--- src/sv/iuhp_pkg.sv ---
package iuhp_pkg;

    // Result codes, in the order the checks are taken.
    typedef enum logic [2:0] {
        ST_OK         = 3'd0,
        ST_LEN_MISM   = 3'd1,
        ST_TOO_LARGE  = 3'd2,
        ST_NOT_IPV4   = 3'd3,
        ST_FRAGMENTED = 3'd4,
        ST_NOT_UDP    = 3'd5,
        ST_BAD_UDPLEN = 3'd6
    } t_status;

    localparam logic [15:0] FRAG_MASK     = 16'hBFFF;
    localparam logic [3:0]  IP_VERSION    = 4'd4;
    localparam logic [3:0]  MIN_IHL       = 4'd5;
    localparam logic [7:0]  PROTO_UDP     = 8'd17;
    localparam logic [15:0] UDP_HDR_BYTES = 16'd8;
    localparam logic [15:0] MAX_PKT_RESET = 16'd1500;
    localparam logic [15:0] COUNT_MAX     = 16'hFFFF;

    localparam int OUT_DATA_W = 152;

    // Header fields of one packet as captured so far.
    typedef struct packed {
        logic [7:0]  ver_ihl;
        logic [7:0]  tos;
        logic [15:0] total_len;
        logic [15:0] ident;
        logic [15:0] frag;
        logic [7:0]  ttl;
        logic [7:0]  proto;
        logic [31:0] src_addr;
        logic [31:0] dst_addr;
        logic [15:0] src_port;
        logic [15:0] dst_port;
        logic [15:0] udp_len;
        logic        udp_seen;
    } t_pkt_fields;

endpackage

--- src/sv/ipv4_udp_header_parser.sv ---
// IPv4/UDP header parser. Throughput: one packet byte per clock, except that a
// last byte waits in the input register while the output register still holds
// an untaken verdict. The verdict is written from the input register into the
// output register once that register is free.
// Reset (i_rst_n low, synchronous) empties both registers, clears all packet
// state and sets the maximum packet length to 1500 bytes.
module ipv4_udp_header_parser (
    input  logic                                i_clk,
    input  logic                                i_rst_n,
    input  logic                                i_cfg_we,
    input  logic [15:0]                         i_cfg_wdata,   // max_packet_length
    input  logic                                s_axis_tvalid,
    output logic                                s_axis_tready,
    input  logic [7:0]                          s_axis_tdata,  // [7:0] data_byte
    input  logic                                s_axis_tlast,  // last_byte
    output logic                                m_axis_tvalid,
    input  logic                                m_axis_tready,
    // [2:0] status, [34:3] src_address, [66:35] dst_address, [82:67] src_port,
    // [98:83] dst_port, [106:99] time_to_live, [114:107] type_of_service,
    // [130:115] identification, [146:131] payload_length, [151:147] zero
    output logic [iuhp_pkg::OUT_DATA_W-1:0]     m_axis_tdata
);
    import iuhp_pkg::*;

    // Configuration register.
    logic [15:0] r_max_len;

    // Input register: one byte waiting to be folded into the packet state.
    logic        r_in_valid;
    logic [7:0]  r_in_data;
    logic        r_in_last;

    // Packet state.
    logic [15:0] r_byte_count;
    logic [15:0] n_byte_count;
    t_pkt_fields r_fields;
    t_pkt_fields n_fields;

    // Output register.
    logic                  r_out_valid;
    logic [OUT_DATA_W-1:0] r_out_data;

    logic        out_free;
    logic        proc_go;
    logic [15:0] pos;
    logic [15:0] hdr_len;
    logic [2:0]  udp_off;
    logic        in_udp_hdr;
    logic [3:0]  ihl;
    t_status     verdict;
    logic [15:0] payload_len;

    // A byte that is not the last one never needs the output register, so it
    // is folded in even while a verdict waits to be taken.
    assign out_free      = !r_out_valid || m_axis_tready;
    assign proc_go       = r_in_valid && (!r_in_last || out_free);
    assign s_axis_tready = !r_in_valid || proc_go;

    assign pos     = r_byte_count;
    assign ihl     = r_fields.ver_ihl[3:0];
    assign hdr_len = {10'd0, ihl, 2'b00};
    assign udp_off = pos[2:0] - hdr_len[2:0];
    assign in_udp_hdr = (ihl >= MIN_IHL) && (pos >= hdr_len)
                        && (pos < hdr_len + UDP_HDR_BYTES);

    // Place the current byte into the field it belongs to. The IP header sits
    // at fixed offsets; the UDP header follows at ihl*4, which is always past
    // the fixed part once ihl is at least five.
    always_comb begin
        n_fields = r_fields;
        case (pos)
            16'd0:  n_fields.ver_ihl         = r_in_data;
            16'd1:  n_fields.tos             = r_in_data;
            16'd2:  n_fields.total_len[15:8] = r_in_data;
            16'd3:  n_fields.total_len[7:0]  = r_in_data;
            16'd4:  n_fields.ident[15:8]     = r_in_data;
            16'd5:  n_fields.ident[7:0]      = r_in_data;
            16'd6:  n_fields.frag[15:8]      = r_in_data;
            16'd7:  n_fields.frag[7:0]       = r_in_data;
            16'd8:  n_fields.ttl             = r_in_data;
            16'd9:  n_fields.proto           = r_in_data;
            16'd12: n_fields.src_addr[31:24] = r_in_data;
            16'd13: n_fields.src_addr[23:16] = r_in_data;
            16'd14: n_fields.src_addr[15:8]  = r_in_data;
            16'd15: n_fields.src_addr[7:0]   = r_in_data;
            16'd16: n_fields.dst_addr[31:24] = r_in_data;
            16'd17: n_fields.dst_addr[23:16] = r_in_data;
            16'd18: n_fields.dst_addr[15:8]  = r_in_data;
            16'd19: n_fields.dst_addr[7:0]   = r_in_data;
            default: ;
        endcase
        if (in_udp_hdr) begin
            case (udp_off)
                3'd0:    n_fields.src_port[15:8] = r_in_data;
                3'd1:    n_fields.src_port[7:0]  = r_in_data;
                3'd2:    n_fields.dst_port[15:8] = r_in_data;
                3'd3:    n_fields.dst_port[7:0]  = r_in_data;
                3'd4:    n_fields.udp_len[15:8]  = r_in_data;
                3'd5:    n_fields.udp_len[7:0]   = r_in_data;
                3'd7:    n_fields.udp_seen       = 1'b1;
                default: ;
            endcase
        end
        // The count stops at its top value on very long packets.
        n_byte_count = (r_byte_count != COUNT_MAX) ? r_byte_count + 16'd1 : r_byte_count;
    end

    // The checks see the state with the last byte already folded in.
    iuhp_verdict u_verdict (
        .i_fields      (n_fields),
        .i_byte_count  (n_byte_count),
        .i_max_len     (r_max_len),
        .o_status      (verdict),
        .o_payload_len (payload_len)
    );

    always_ff @(posedge i_clk) begin
        if (!i_rst_n) begin
            r_max_len <= MAX_PKT_RESET;
        end else if (i_cfg_we) begin
            r_max_len <= i_cfg_wdata;
        end
    end

    always_ff @(posedge i_clk) begin
        if (!i_rst_n) begin
            r_in_valid <= 1'b0;
        end else if (s_axis_tready) begin
            r_in_valid <= s_axis_tvalid;
        end
    end

    always_ff @(posedge i_clk) begin
        if (s_axis_tvalid && s_axis_tready) begin
            r_in_data <= s_axis_tdata;
            r_in_last <= s_axis_tlast;
        end
    end

    // Packet state is cleared after each verdict, ready for the next packet.
    always_ff @(posedge i_clk) begin
        if (!i_rst_n) begin
            r_byte_count <= 16'd0;
            r_fields     <= '0;
        end else if (proc_go) begin
            if (r_in_last) begin
                r_byte_count <= 16'd0;
                r_fields     <= '0;
            end else begin
                r_byte_count <= n_byte_count;
                r_fields     <= n_fields;
            end
        end
    end

    always_ff @(posedge i_clk) begin
        if (!i_rst_n) begin
            r_out_valid <= 1'b0;
        end else if (proc_go && r_in_last) begin
            r_out_valid <= 1'b1;
        end else if (m_axis_tready) begin
            r_out_valid <= 1'b0;
        end
    end

    always_ff @(posedge i_clk) begin
        if (proc_go && r_in_last) begin
            r_out_data <= {5'd0, payload_len, n_fields.ident, n_fields.tos,
                           n_fields.ttl, n_fields.dst_port, n_fields.src_port,
                           n_fields.dst_addr, n_fields.src_addr, verdict};
        end
    end

    assign m_axis_tvalid = r_out_valid;
    assign m_axis_tdata  = r_out_data;

    // A finished packet leaves no state behind for the next one.
    a_clear_after_last: assert property (@(posedge i_clk) disable iff (!i_rst_n)
        proc_go && r_in_last |=> r_byte_count == 16'd0 && r_fields == '0)
        else $error("packet state not cleared after last byte");

    // Inside a packet the count steps by one per byte until it saturates.
    a_count_step: assert property (@(posedge i_clk) disable iff (!i_rst_n)
        proc_go && !r_in_last && r_byte_count != COUNT_MAX
        |=> r_byte_count == $past(r_byte_count) + 16'd1)
        else $error("byte count did not advance");

    // Input back-pressure only comes from a last byte held while a verdict waits.
    a_stall_cause: assert property (@(posedge i_clk) disable iff (!i_rst_n)
        !s_axis_tready |-> r_in_valid && r_in_last && r_out_valid && !m_axis_tready)
        else $error("input stalled without a blocked verdict");

    // Payload length is only reported with a good verdict.
    a_payload_ok: assert property (@(posedge i_clk) disable iff (!i_rst_n)
        r_out_valid && r_out_data[2:0] != ST_OK |-> r_out_data[146:131] == 16'd0)
        else $error("payload length on a failed packet");

    // A verdict is written only into a free output register.
    a_no_overwrite: assert property (@(posedge i_clk) disable iff (!i_rst_n)
        proc_go && r_in_last |-> !r_out_valid || m_axis_tready)
        else $error("verdict overwritten before it was taken");

endmodule

--- src/sv/iuhp_verdict.sv ---
module iuhp_verdict (
    input  iuhp_pkg::t_pkt_fields i_fields,
    input  logic [15:0]           i_byte_count,
    input  logic [15:0]           i_max_len,
    output iuhp_pkg::t_status     o_status,
    output logic [15:0]           o_payload_len
);
    import iuhp_pkg::*;

    logic [3:0]  ihl;
    logic [15:0] hdr_len;
    logic [15:0] udp_expect;
    logic        udp_bad;

    assign ihl        = i_fields.ver_ihl[3:0];
    assign hdr_len    = {10'd0, ihl, 2'b00};
    assign udp_expect = i_fields.total_len - hdr_len;
    assign udp_bad    = !i_fields.udp_seen || (i_fields.udp_len < UDP_HDR_BYTES)
                        || (i_fields.total_len < hdr_len)
                        || (i_fields.udp_len != udp_expect);

    // Checks are prioritized; the first one that fails sets the status.
    always_comb begin
        o_payload_len = 16'd0;
        if (i_fields.total_len != i_byte_count) begin
            o_status = ST_LEN_MISM;
        end else if (i_fields.total_len > i_max_len) begin
            o_status = ST_TOO_LARGE;
        end else if (i_fields.ver_ihl[7:4] != IP_VERSION || ihl < MIN_IHL) begin
            o_status = ST_NOT_IPV4;
        end else if ((i_fields.frag & FRAG_MASK) != 16'd0) begin
            o_status = ST_FRAGMENTED;
        end else if (i_fields.proto != PROTO_UDP) begin
            o_status = ST_NOT_UDP;
        end else if (udp_bad) begin
            o_status = ST_BAD_UDPLEN;
        end else begin
            o_status      = ST_OK;
            o_payload_len = i_fields.udp_len - UDP_HDR_BYTES;
        end
    end

endmodule

--- config.mk ---
export PLATFORM = sky130hd
export DESIGN_NAME = ipv4_udp_header_parser
export DESIGN_NICKNAME = d
export VERILOG_FILES = /design/src/sv/iuhp_pkg.sv /design/src/sv/ipv4_udp_header_parser.sv /design/src/sv/iuhp_verdict.sv
export SDC_FILE = /design/constraint.sdc
export NUM_CORES = 1
export LEC_CHECK = 0
export BUFFER_PORTS_ARGS = -buffer_cell sky130_fd_sc_hd__buf_2
export CAP_MARGIN = 20
export CORE_ASPECT_RATIO = 0.5
export CORE_UTILIZATION = 50
export DETAILED_ROUTE_END_ITERATION = 7
export HOLD_SLACK_MARGIN = 0.02
export PLACE_DENSITY = 0.7
export RECOVER_POWER = 100
export SETUP_SLACK_MARGIN = 0.4
export SYNTH_ARGS = -nofsm -noshare
export SYNTH_HDL_FRONTEND = slang
export SYNTH_SLANG_ARGS = --single-unit
--- constraint.sdc ---
create_clock -name i_clk -period 14.4 [get_ports i_clk]
set_clock_uncertainty 0.2 [all_clocks]
set_input_delay 2.16 -clock i_clk [delete_from_list [all_inputs] [get_ports i_clk]]
set_output_delay 2.16 -clock i_clk [all_outputs]
set_load 0.05 [all_outputs]
==> flow_metrics.py <==
metrics = {
    "logic_synthesis": {
        "yosys-top-cells-area": "edfxtp_1 (26%), dfxtp_1 (25%), a22oi_1 (7.4%), nor2b_1 (7.4%), mux2_2 (7.2%)",
        "synth_cell_types": 69,
        "yosysMostFrequentCell": "dfxtp_1",
        "yosys_warnings": 0,
        "synth_top_area_share": 0.261,
        "synth-seq-area-share": 0.513,
        "synth_top_area_cell": "edfxtp_1",
        "synthMuxAreaShare": 0.0989,
        "synthCells": 1643,
        "synth.ff_latch_count": 382,
        "synth_top_family_by_area": "simple AND/OR/NAND/NOR gates",
        "synth_commonest_cells": "dfxtp_1 (226), nor2b_1 (213), a22oi_1 (178)",
        "synth_simple_gate_area_share": 0.164,
        "synth_xor_area_frac": 0.0324,
        "synthAdderAreaFrac": 0.0248,
        "syn_area_mm2": 0.0179,
        "synth_edf_count": 156,
        "synth_compound_area_frac": 0.131,
        "async_reset_ff_frac": 0,
        "syn_avg_cell_area_um2": 10.9,
        "synthFlopType": "dfxtp_1",
    },
    "critical_path": {
        "path_delay_family": "buffers and inverters",
        "cp_max_fo": 79,
        "crit_chain": "buf_2 > nor2b_1 > nand2_1 > and2_1 > clkbuf_1 > nand2_1 > clkinvlp_2 > clkbuf_1",
        "startpoint_type": "primary input",
        "critPathSlowestCell": "clkbuf_1",
        "crit_path_max_incr_delay_ns": 3.15,
        "cp_num_buf_inv": 4,
        "critical_path_class": "primary input to flop",
        "worstPathRequired_ns": 14.23,
        "cp.arrival_ns": 9.14,
        "end_kind": "flop",
    },
    "status": {
        "status": "complete, but fails checks",
        "violations": "max-capacitance violations, max-slew violations",
    },
    "route": {
        "drc": 0,
        "dr.pass1.iters": 5,
        "vias": 13000,
        "postRouteAntennaNets": 0,
        "wirelength_mm": 46.0,
        "wire_per_inst_um": 20.3,
        "viasPerCell": 5.73,
        "drt_iter0_drc": 1281,
    },
    "timing": {
        "grt_setup_unrepaired": "no",
        "finalHoldViolCount": 0,
        "relSlewSlack": -2.02,
        "hold_slack_ns": 0.298,
        "finalSetupViolCount": 0,
        "fin_crit_ns": 9.31,
        "max_freq_mhz": 107,
        "finalCritPeriodShare": 0.647,
        "tns_ns": 0,
        "tightestPinTransition_ns": 4.53,
        "slew_viol_final": 555,
    },
    "global_route": {
        "gr-usage-all-layers": 0.244,
        "gr-total-overflow": 0,
        "grt_max_degree": 103,
        "grt_pass1_vias": 12100,
        "grt_pass1_wl_mm": 70.0,
        "antenna_found_initial": 0,
    },
    "placed_design": {
        "placed_area_mm2": 0.0191,
        "port_buffers": 178,
        "dpl.hpwl_mm": 29.0,
        "gp_congestion": 0.878,
    },
    "die": {
        "die_w_um": 270,
        "pin_count": 184,
        "dieArea_mm2": 0.0367,
        "die_h_um": 136,
        "initial_core_util": 0.514,
        "core_mm2": 0.0349,
        "row_count": 48,
    },
    "power_and_ir_drop": {
        "cellLeakagePower_nw": 7.14,
        "power_frac_seq": 0.509,
        "internal-power_w": 0.00170,
        "p_sw_w": 0.000541,
        "p_per_area_mw_per_mm2": 112,
        "p_clk_frac": 0.423,
        "swShare": 0.241,
        "p_comb_frac": 0.068,
        "vdd_drop_max_uv": 65.8,
        "finalPower_w": 0.00225,
    },
    "finish": {
        "multi_input_area_mm2": 0.00807,
        "seq_area_mm2": 0.00921,
        "n_antenna_cell": 0,
        "final_util": 0.574,
        "fin_nets": 1828,
        "finish.instance_area_mm2": 0.0200,
        "layout-drive-gt1-share": 0.0844,
        "fillers": 3067,
        "syn2layout_area_growth_pct": 11.6,
    },
    "cts": {
        "clock-root-buffer": "clkbuf_16",
        "cts_num_sinks": 382,
        "post-cts-setup-buffer-count": 0,
        "cts_buffers": 36,
        "cts_htree_levels": 2,
        "worst_skew_pair.late_latency_ns": 0.54,
        "hold_buffers": 0,
        "cts_resized": 0,
        "clk_pin_slew_ns": 0.06,
        "clockBufferDepth": 3,
        "cts_tree": "yes",
    },
    "run": {
        "maxCapViolations": 9,
    },
    "worst_hold_path": {
        "hold_path.class": "flop to flop",
    },
}
[power by group through the flow]
stage	clock, W	sequential, W	combinational (W)
2_1_floorplan	0	0.00120	0.0000791
3_3_place_gp	0	0.00117	0.000153
3_5_place_dp	0	0.00117	0.000153
4_1_cts	0.000965	0.00114	0.000154
5_1_grt	0.00101	0.00114	0.000161
6_report	0.000949	0.00114	0.000152
[layer usage]
metal	wire, um	up-vias	share of wire	track usage
met4	842	0	0.018	0.0622
met1	21600	6346	0.47	0.350
li1	-	6212	-	-
met2	21000	362	0.46	0.381
met5	0	-	0	0
met3	2650	58	0.058	0.0427
[worst min-delay path, cell delays in order, from the launching register on]
cell and delay, ns:
dfxtp_1 0.32, nand2_1 0.05, a21boi_0 0.07
[metrics by stage]
stage / std cells / setup slack [ns]
floorplan: 1647 / 7.88
finish: 2265 / 5.09
global route: 2265 / 4.47
CTS: 2265 / 8.57
global placement: 2199 / 8.77
detailed placement: 2200 / 8.60
[worst paths after layout]
path | startpoint | end | slack (ns) | cells past startpoint
max | m_axis_tready | m_axis_tdata[25] | 5.09 | 8
min | r_fields[3] | r_fields[3] | 0.30 | 2
max reg2reg | r_in_last | m_axis_tdata[25] | 6.22 | 7
min reg2reg | r_fields[3] | r_fields[3] | 0.30 | 2
[sequential cells by signal (all words and copies together) (netlist names)]
signal,count
m_axis_tvalid,1
r_fields,188
r_max_len,16
hdr_len,4
pos,16
m_axis_tdata,147
r_in_last,1
r_in_data,8
r_in_valid,1
[placed cells by master, fill, tap and decap left out, drive strengths merged, types with 7 or more instances in the layout]
master	instances
buf	41
xor2	15
nand2	83
and4	7
nor4	17
a22oi	178
o21ai	65
a32oi	7
nor2	43
nor2b	213
o211ai	13
and2	29
and3	14
xnor2	46
inv	39
clkbuf	204
nor3	29
nand4	13
clkinv	16
mux2i	49
a21o	8
edfxtp	156
or3	12
a21oi	21
ha	34
dfxtp	226
nand3	15
mux2	114
[layout make-up]
cell class              instances  area share
flip-flops and latches        382       0.460
inverters                      39     0.00738
well taps                     475      0.0297
repair buffers                201      0.0419
clock buffers                  44      0.0475
clock inverters                21      0.0100
multi-input cells            1103       0.403
[kinds of logic (layout without fill, tap and decap cells)]
group,after synthesis,after routing
DFF,382,382
muxes,163,163
AOI/OAI and AO/OA,335,335
buffers and inverters,162,305
xor gates and xnor gates,63,63
adders and majority gates,35,35
other,1,5
and+or+nand+nor,502,502
Power figures use the tool's default switching activity.
